==> src/rtl/szel_pkg.sv <==
`default_nettype none

package szel_pkg;

	localparam int ZONES     = 16;
	localparam int ZONE_BITS = 4;
	localparam int RAD_BITS  = 16;
	localparam int RSQ_BITS  = 2 * RAD_BITS;

	localparam logic [1:0] CMD_SET    = 2'd0;
	localparam logic [1:0] CMD_REMOVE = 2'd1;
	localparam logic [1:0] CMD_REPORT = 2'd2;

	localparam logic EV_ENTER = 1'b0;
	localparam logic EV_LEAVE = 1'b1;

	// Pipeline token: a zone to check, or the end-of-scan marker
	typedef struct packed {
		logic v;
		logic flush;
	} tok_t;

	typedef struct packed {
		logic [ZONE_BITS-1:0] zone;
		logic                 kind;
	} evt_t;

endpackage

`default_nettype wire

==> src/rtl/sphere_zone_enter_leave.sv <==
`default_nettype none

// Channel   Direction  Handshake            Payload
// input     in         in_valid / in_stall  command, zone, pos_x, pos_y, pos_z, zone_radius
// output    out        out_valid/out_stall  event_zone, event_kind, last_event
//
// Set and remove transactions never raise in_stall. A report transaction scans every
// slot, one read of the zone memory per cycle, and in_stall stays high until the
// end-of-scan marker, issued after the last slot, has passed the four stages of
// memory read, difference, square and sum. Reset clears the valid and inside flags
// at once; the zone memory needs no clearing. A stalled output freezes the scan.
module sphere_zone_enter_leave
	import szel_pkg::*;
#(
	parameter int COORD_BITS = 16
) (
	input  wire logic                         clk,
	input  wire logic                         arst_n,
	input  wire logic                         in_valid,
	output logic                              in_stall,
	input  wire logic [1:0]                   command,
	input  wire logic [ZONE_BITS-1:0]         zone,
	input  wire logic signed [COORD_BITS-1:0] pos_x,
	input  wire logic signed [COORD_BITS-1:0] pos_y,
	input  wire logic signed [COORD_BITS-1:0] pos_z,
	input  wire logic [RAD_BITS-1:0]          zone_radius,
	output logic                              out_valid,
	input  wire logic                         out_stall,
	output logic [ZONE_BITS-1:0]              event_zone,
	output logic                              event_kind,
	output logic                              last_event
);

	localparam int ZW    = (ZONES > 1) ? $clog2(ZONES) : 1;
	localparam int CW    = $clog2(ZONES + 1);
	localparam int DSW   = 4 * (COORD_BITS + 1);
	localparam int CMPW  = (DSW > RSQ_BITS) ? DSW : RSQ_BITS;
	localparam int MEMW  = 3 * COORD_BITS + RAD_BITS;

	logic                  busy_q, issuing_q;
	logic [CW-1:0]         cnt_q;
	logic [ZW-1:0]         cnt_idx;
	logic [ZONES-1:0]      valid_q, inside_q;
	logic [COORD_BITS-1:0] px_q, py_q, pz_q;
	logic                  accept, slot_ok, do_set, do_remove, adv, ram_re, scan_end;
	logic [ZW-1:0]         wa;
	logic [MEMW-1:0]       rd_s1;
	tok_t                  tok_s1, tok_s4;
	logic [ZW-1:0]         idx_s1, idx_s4;
	logic [DSW-1:0]        dsq_s4;
	logic [RSQ_BITS-1:0]   rsq_s4;
	logic [CMPW-1:0]       dsq_c, rsq_c;
	logic                  in_now, ev_v;
	evt_t                  evt;

	assign in_stall  = busy_q;
	assign accept    = in_valid && !in_stall;
	assign slot_ok   = int'(zone) < ZONES;
	assign wa        = ZW'(zone);
	assign do_set    = accept && (command == CMD_SET) && slot_ok;
	assign do_remove = accept && (command == CMD_REMOVE) && slot_ok;
	assign cnt_idx   = cnt_q[ZW-1:0];
	assign scan_end  = (cnt_q == CW'(ZONES));
	assign ram_re    = adv && issuing_q && !scan_end;

	szel_ram #(
		.WIDTH(MEMW),
		.DEPTH(ZONES)
	) u_zone_ram (
		.clk  (clk),
		.we   (do_set),
		.waddr(wa),
		.wdata({pos_x, pos_y, pos_z, zone_radius}),
		.re   (ram_re),
		.raddr(cnt_idx),
		.rdata(rd_s1)
	);

	// Issue stage: walk the slots, then send the end-of-scan marker
	always_ff @(posedge clk or negedge arst_n) begin
		if (!arst_n) begin
			busy_q    <= 1'b0;
			issuing_q <= 1'b0;
			cnt_q     <= '0;
			tok_s1    <= '0;
		end else begin
			if (accept && (command == CMD_REPORT)) begin
				busy_q    <= 1'b1;
				issuing_q <= 1'b1;
				cnt_q     <= '0;
			end else if (adv && tok_s4.flush) begin
				busy_q <= 1'b0;
			end
			if (adv) begin
				if (issuing_q) begin
					if (scan_end) begin
						tok_s1    <= '{v: 1'b0, flush: 1'b1};
						issuing_q <= 1'b0;
					end else begin
						tok_s1 <= '{v: valid_q[cnt_idx], flush: 1'b0};
						cnt_q  <= cnt_q + CW'(1);
					end
				end else begin
					tok_s1 <= '0;
				end
			end
		end
	end

	always_ff @(posedge clk) begin
		if (accept && (command == CMD_REPORT)) begin
			px_q <= pos_x;
			py_q <= pos_y;
			pz_q <= pos_z;
		end
		if (ram_re) begin
			idx_s1 <= cnt_idx;
		end
	end

	szel_dist #(
		.COORD_BITS(COORD_BITS),
		.ZW        (ZW)
	) u_dist (
		.clk   (clk),
		.arst_n(arst_n),
		.adv   (adv),
		.tok_s1(tok_s1),
		.idx_s1(idx_s1),
		.cx_s1 (rd_s1[MEMW-1 -: COORD_BITS]),
		.cy_s1 (rd_s1[MEMW-COORD_BITS-1 -: COORD_BITS]),
		.cz_s1 (rd_s1[RAD_BITS +: COORD_BITS]),
		.r_s1  (rd_s1[RAD_BITS-1:0]),
		.px    (px_q),
		.py    (py_q),
		.pz    (pz_q),
		.tok_s4(tok_s4),
		.idx_s4(idx_s4),
		.dsq_s4(dsq_s4),
		.rsq_s4(rsq_s4)
	);

	// Decide membership change; equality leaves the zone as it is
	assign dsq_c  = CMPW'(dsq_s4);
	assign rsq_c  = CMPW'(rsq_s4);
	assign in_now = inside_q[idx_s4];
	assign ev_v   = tok_s4.v && !tok_s4.flush &&
		((!in_now && (dsq_c < rsq_c)) || (in_now && (dsq_c > rsq_c)));
	assign evt.zone = ZONE_BITS'(idx_s4);
	assign evt.kind = in_now ? EV_LEAVE : EV_ENTER;

	always_ff @(posedge clk or negedge arst_n) begin
		if (!arst_n) begin
			valid_q  <= '0;
			inside_q <= '0;
		end else begin
			if (do_set) begin
				valid_q[wa]  <= 1'b1;
				inside_q[wa] <= 1'b0;
			end else if (do_remove) begin
				valid_q[wa]  <= 1'b0;
				inside_q[wa] <= 1'b0;
			end else if (adv && ev_v) begin
				inside_q[idx_s4] <= !in_now;
			end
		end
	end

	szel_evq u_evq (
		.clk       (clk),
		.arst_n    (arst_n),
		.push      (adv && ev_v),
		.evt       (evt),
		.fin       (adv && tok_s4.flush),
		.out_stall (out_stall),
		.out_free  (adv),
		.out_valid (out_valid),
		.event_zone(event_zone),
		.event_kind(event_kind),
		.last_event(last_event)
	);

endmodule

`default_nettype wire

==> src/rtl/szel_ram.sv <==
`default_nettype none

module szel_ram #(
	parameter int WIDTH = 64,
	parameter int DEPTH = 16
) (
	input  wire logic                                  clk,
	input  wire logic                                  we,
	input  wire logic [(DEPTH > 1 ? $clog2(DEPTH) : 1)-1:0] waddr,
	input  wire logic [WIDTH-1:0]                      wdata,
	input  wire logic                                  re,
	input  wire logic [(DEPTH > 1 ? $clog2(DEPTH) : 1)-1:0] raddr,
	output logic      [WIDTH-1:0]                      rdata
);

	logic [WIDTH-1:0] mem [DEPTH];

	always_ff @(posedge clk) begin
		if (we) begin
			mem[waddr] <= wdata;
		end
		if (re) begin
			rdata <= mem[raddr];
		end
	end

endmodule

`default_nettype wire

==> src/rtl/szel_dist.sv <==
`default_nettype none

module szel_dist
	import szel_pkg::*;
#(
	parameter int COORD_BITS = 16,
	parameter int ZW         = 4
) (
	input  wire logic                         clk,
	input  wire logic                         arst_n,
	input  wire logic                         adv,
	input  wire tok_t                         tok_s1,
	input  wire logic [ZW-1:0]                idx_s1,
	input  wire logic [COORD_BITS-1:0]        cx_s1,
	input  wire logic [COORD_BITS-1:0]        cy_s1,
	input  wire logic [COORD_BITS-1:0]        cz_s1,
	input  wire logic [RAD_BITS-1:0]          r_s1,
	input  wire logic [COORD_BITS-1:0]        px,
	input  wire logic [COORD_BITS-1:0]        py,
	input  wire logic [COORD_BITS-1:0]        pz,
	output tok_t                              tok_s4,
	output logic [ZW-1:0]                     idx_s4,
	output logic [2*(2*(COORD_BITS+1))-1:0]   dsq_s4,
	output logic [RSQ_BITS-1:0]               rsq_s4
);

	localparam int DW  = COORD_BITS + 1;
	localparam int SQW = 2 * DW;
	localparam int DSW = 2 * SQW;

	tok_t                   tok_s2, tok_s3;
	logic [ZW-1:0]          idx_s2, idx_s3;
	logic signed [DW-1:0]   dx_s2, dy_s2, dz_s2;
	logic [RAD_BITS-1:0]    r_s2;
	logic signed [SQW-1:0]  px2, py2, pz2;
	logic [SQW-1:0]         sqx_s3, sqy_s3, sqz_s3;
	logic [RSQ_BITS-1:0]    rsq_s3;

	assign px2 = dx_s2 * dx_s2;
	assign py2 = dy_s2 * dy_s2;
	assign pz2 = dz_s2 * dz_s2;

	always_ff @(posedge clk or negedge arst_n) begin
		if (!arst_n) begin
			tok_s2 <= '0;
			tok_s3 <= '0;
			tok_s4 <= '0;
		end else if (adv) begin
			tok_s2 <= tok_s1;
			tok_s3 <= tok_s2;
			tok_s4 <= tok_s3;
		end
	end

	always_ff @(posedge clk) begin
		if (adv) begin
			// difference, then squares, then sum
			idx_s2 <= idx_s1;
			dx_s2  <= DW'($signed(cx_s1)) - DW'($signed(px));
			dy_s2  <= DW'($signed(cy_s1)) - DW'($signed(py));
			dz_s2  <= DW'($signed(cz_s1)) - DW'($signed(pz));
			r_s2   <= r_s1;

			idx_s3 <= idx_s2;
			sqx_s3 <= $unsigned(px2);
			sqy_s3 <= $unsigned(py2);
			sqz_s3 <= $unsigned(pz2);
			rsq_s3 <= r_s2 * r_s2;

			idx_s4 <= idx_s3;
			dsq_s4 <= DSW'(sqx_s3) + DSW'(sqy_s3) + DSW'(sqz_s3);
			rsq_s4 <= rsq_s3;
		end
	end

endmodule

`default_nettype wire

==> src/rtl/szel_evq.sv <==
`default_nettype none

module szel_evq
	import szel_pkg::*;
(
	input  wire logic                 clk,
	input  wire logic                 arst_n,
	input  wire logic                 push,
	input  wire evt_t                 evt,
	input  wire logic                 fin,
	input  wire logic                 out_stall,
	output logic                      out_free,
	output logic                      out_valid,
	output logic [ZONE_BITS-1:0]      event_zone,
	output logic                      event_kind,
	output logic                      last_event
);

	logic pend_v_q;
	evt_t pend_q;
	logic emit;

	// hold one event back until the next one or the end of scan settles its last flag
	assign emit     = (push || fin) && pend_v_q;
	assign out_free = !out_valid || !out_stall;

	always_ff @(posedge clk or negedge arst_n) begin
		if (!arst_n) begin
			pend_v_q  <= 1'b0;
			out_valid <= 1'b0;
		end else begin
			if (push) begin
				pend_v_q <= 1'b1;
			end else if (fin) begin
				pend_v_q <= 1'b0;
			end
			if (emit) begin
				out_valid <= 1'b1;
			end else if (!out_stall) begin
				out_valid <= 1'b0;
			end
		end
	end

	always_ff @(posedge clk) begin
		if (push) begin
			pend_q <= evt;
		end
		if (emit) begin
			event_zone <= pend_q.zone;
			event_kind <= pend_q.kind;
			last_event <= fin;
		end
	end

endmodule

`default_nettype wire
==> config.mk <==
export PLATFORM = sky130hd
export DESIGN_NAME = sphere_zone_enter_leave
export DESIGN_NICKNAME = d
export VERILOG_FILES = /design/src/rtl/szel_pkg.sv /design/src/rtl/sphere_zone_enter_leave.sv /design/src/rtl/szel_ram.sv /design/src/rtl/szel_dist.sv /design/src/rtl/szel_evq.sv
export SDC_FILE = /design/constraint.sdc
export NUM_CORES = 2
export LEC_CHECK = 0
export BUFFER_PORTS_ARGS = -buffer_cell sky130_fd_sc_hd__buf_2
export CAP_MARGIN = 0
export CORE_MARGIN = 2
export CORE_UTILIZATION = 65
export CTS_CLUSTER_DIAMETER = 100
export CTS_CLUSTER_SIZE = 28
export DETAILED_ROUTE_END_ITERATION = 10
export PLACE_DENSITY = 0.82
export SLEW_MARGIN = 20
export SYNTH_ARGS = -nofsm -noshare
export SYNTH_HDL_FRONTEND = slang
export SYNTH_HIERARCHICAL = 1
export SYNTH_SLANG_ARGS = --single-unit
==> constraint.sdc <==
create_clock -name clk -period 12.3 [get_ports clk]
set_input_delay 0.615 -clock clk [delete_from_list [all_inputs] [get_ports clk]]
set_output_delay 0.615 -clock clk [all_outputs]
set_load 0.005 [all_outputs]
==> metrics <==
post-synthesis simple-gate area fraction=6.293%; Synth Area in Compound Gates=5.487%; Setup TNS=0 ns; Req. time, crit path=12.73 ns; DP Wirelength=142.8 mm; PortBufs=81; EDFF count, synth=1427; setup bufs post-CTS=0; fin. max-slew vios=0; DRT iter0 DRCs=5231; TritonCTS clock tree=done; post-synthesis adder-cell area fraction=27.00%; worst reg2reg setup slack=5.06 ns; nets@finish=8717; chip width=388.4 µm; post-cts sizing count=0; Tightest Pin Transition=1.173 ns; R2R depth=21; DIE AREA=0.1508 mm²; crit-path cells=nand2_1 > fa_1 > fa_1 > fa_1 > inv_1 > fa_1 > fa_1 > inv_1 > fa_1 > inv_1 > ha_1 > a21o_1 > a21o_1 > a21oi_1 > o31ai_1 > a31oi_1 > o21ai_1 > a41o_1 > or4_1 > and3_1 > a211o_1; mux cell area share after synthesis=6.360%; Top Family by Delay on Critical Path=adder cells; Ports=82; main combinational cell family by area after synthesis=adder cells; Area Growth Syn to Fin=4.611%; Initial Util=65.27%; max-cap check violation count=0; period utilization=58.85%; mapped cell area=0.09604 mm²; Post-Synth XOR/XNOR Area=2.435%; row cnt=141; Overflow after GRT=0; hold path cells=2; Worst setup EP type=flip-flop; cells after synthesis=7143; Netlist cell types=83; clock latency on the worst-skew pair=0.71 ns; achievable frequency=138.2 MHz; HP Class=input pin to flip-flop; routability congestion estimate=0.9152; most used cell, CP=fa_1; r2r startpoint=u_dist/dz_s2[5]; clk_skew=0.03233 ns; post-route ant nets=0; yosys warns=6; status=complete, no violations; Reg-to-Reg End=u_dist/sqz_s3[33]; pin count of the biggest net entering global routing=117; critical path arrival=7.67 ns; max_slew headroom=21.80%; detailed-route DRC error count=0; final WL=207.5 mm; CTS sink count=1476; Main synth FF type=edfxtp_1; initial antenna violation count=18; worst hold start=out_stall; global-route wire length before repair=330.1 mm; core box area=0.1471 mm²; Tot GR Track Use=28.48%; buffers and inverters on the worst path=3; async set-or-reset flop fraction in the synthesized netlist=3.320%; Seq cells post-synth=1476; first-pass iteration count of the detailed router=5; Worst Hold Path EP=u_evq/out_valid; CTS Hold Bufs=0; die height=388.4 µm; number of H-tree levels=3; routed vias=55520; nature of the critical path startpoint=flip-flop; CTS Buffer Depth=3; vias in the first global route=60120; Final Setup Violations=0; CTS root buffer=clkbuf_16; unrepaired setup endpoints after global routing=false; Clk pin slew, worst setup/hold paths=0.11 ns; Hold Fails Final Rpt=0; DP Worst Slack=5.151 ns; wire length per cell=22.78 µm; CP peak stage delay=0.96 ns; register area share after synthesis=45.89%; Avg Cell Area, Syn=13.45 µm²; min cycle time layout=7.238 ns; DR vias/cell=6.096; CTS Buf Count=67; Setup CP Type=flip-flop to flip-flop; Worst Path Max Fanout=21; CP max stage cell=edfxtp_1; layout cell share with drive strength beyond 1=7.963%; fin worst setup slack=5.062 ns
cell usage in the layout (no fill, tap or decap), types with 19 or more instances in the layout:
cell and n:
edfxtp_1 1427, inv_1 1369, fa_1 967, ha_1 525, nand2_1 467, mux4_2 265, and2_1 217, xnor2_1 210
nor2_1 199, a21oi_1 182, a22oi_1 131, o21ai_0 123, a21o_1 84, buf_2 80, nor2b_1 72, clkbuf_16 67
nand3_1 58, xor2_1 57, buf_4 49, dfrtp_1 47, nand2b_1 45, nor3_1 44, conb_1 33, o21a_1 31
o31ai_1 30, o21bai_1 30, nand4_1 27, and3_1 23, a31oi_1 21, o21ai_1 19
worst max-delay path by stage:
stage                     startpoint                 to  slack [ns]  depth (start not counted)
floorplan                  out_stall           cnt_q[2]        2.27                          7
global placement    u_dist/dx_s2[11]  u_dist/sqx_s3[32]        5.25                         23
detailed placement   u_dist/dx_s2[2]  u_dist/sqx_s3[32]        5.15                         23
CTS                  u_dist/dz_s2[5]  u_dist/sqz_s3[33]        5.10                         21
global route         u_dist/dx_s2[2]  u_dist/sqx_s3[32]        4.71                         23
finish               u_dist/dz_s2[5]  u_dist/sqz_s3[33]        5.06                         21
state kept, by name, summed over array words and instances, names as in the netlist, 4 cells and up, named ones only:
register          cells
u_dist/dsq_s4        36
u_dist/sqy_s3        33
u_evq/pend_q          5
u_zone_ram/mem     1024
u_dist/rsq_s3        31
u_dist/idx_s4         4
pz_q                 16
u_dist/idx_s2         4
inside_q             16
u_dist/sqz_s3        33
u_evq/event_zone      4
u_dist/rsq_s4        31
py_q                 16
u_dist/idx_s3         4
u_zone_ram/rdata     64
idx_s1                4
u_dist/dx_s2         17
u_dist/dy_s2         17
px_q                 16
cnt_q                 5
u_dist/r_s2          16
u_dist/dz_s2         17
u_dist/sqx_s3        33
area by class of cell:
class,count,area (µm²)
sequential,1476,44080
tap,1930,2415
inverter,1371,5147
fill,9811,46670
multi-input combinational,4102,45970
antenna,6,15.01
timing repair buffer,133,838.3
clock buffer,72,1695
clock inverter,17,302.8
through the flow:
stage	hold slack [ns]	instance area (µm²)	instances	util [%]
2_1_floorplan	0.3194	96160	7175	-
3_3_place_gp	0.4005	98420	9010	66.89
3_5_place_dp	0.4045	98440	9011	66.91
4_1_cts	0.1052	100400	9100	68.26
5_1_grt	0.1413	100500	9104	68.28
6_report	0.1590	100500	9107	68.28
per-layer routing:
layer / vias up / part of all wire (%) / track usage [%]
met1: 28220 / 37 / 37.43
met2: 2591 / 51 / 48.34
li1: 24160 / - / -
met4: 20 / 3.7 / 10.63
met5: - / 0.058 / 0
met3: 532 / 8.6 / 4.583
cells in the mapped netlist, types with 16 or more instances:
| cell | instances | area (µm²) |
|---|---|---|
| a22oi_1 | 131 | 983.4 |
| nand4_1 | 27 | 168.9 |
| xor2_1 | 57 | 499.2 |
| nor2_1 | 212 | 795.8 |
| clkbuf_1 | 138 | 518.0 |
| o21ai_1 | 19 | 95.09 |
| nand2b_1 | 45 | 281.5 |
| inv_1 | 1370 | 5142 |
| nor4_1 | 17 | 106.4 |
| buf_1 | 19 | 71.32 |
| mux4_2 | 265 | 5968 |
| xnor2_1 | 210 | 1839 |
| a21o_1 | 84 | 630.6 |
| o21a_1 | 31 | 232.7 |
| nand3_1 | 58 | 290.3 |
| ha_1 | 525 | 6569 |
| nor3_1 | 48 | 240.2 |
| buf_4 | 41 | 307.8 |
| a31o_2 | 16 | 140.1 |
| o31ai_1 | 30 | 225.2 |
| o21ai_0 | 123 | 615.6 |
| and2_1 | 218 | 1364 |
| a21oi_1 | 182 | 910.9 |
| edfxtp_1 | 1427 | 42850 |
| dfrtp_1 | 49 | 1226 |
| fa_1 | 967 | 19360 |
| nor2b_1 | 74 | 462.9 |
| and3_1 | 23 | 143.9 |
| a31oi_1 | 21 | 131.4 |
| o21bai_1 | 30 | 225.2 |
| nand2_1 | 468 | 1757 |
logic make-up after synthesis:
group,count (synthesis)
compound gates,785
xor+xnor,267
fa+ha+maj,1492
buf+inv,1597
flops,1476
mux,278
other cells,1
simple gates,1247
Power is not shown: default switching activity piles up to over one toggle a cycle in this logic, so the estimate is an artifact.
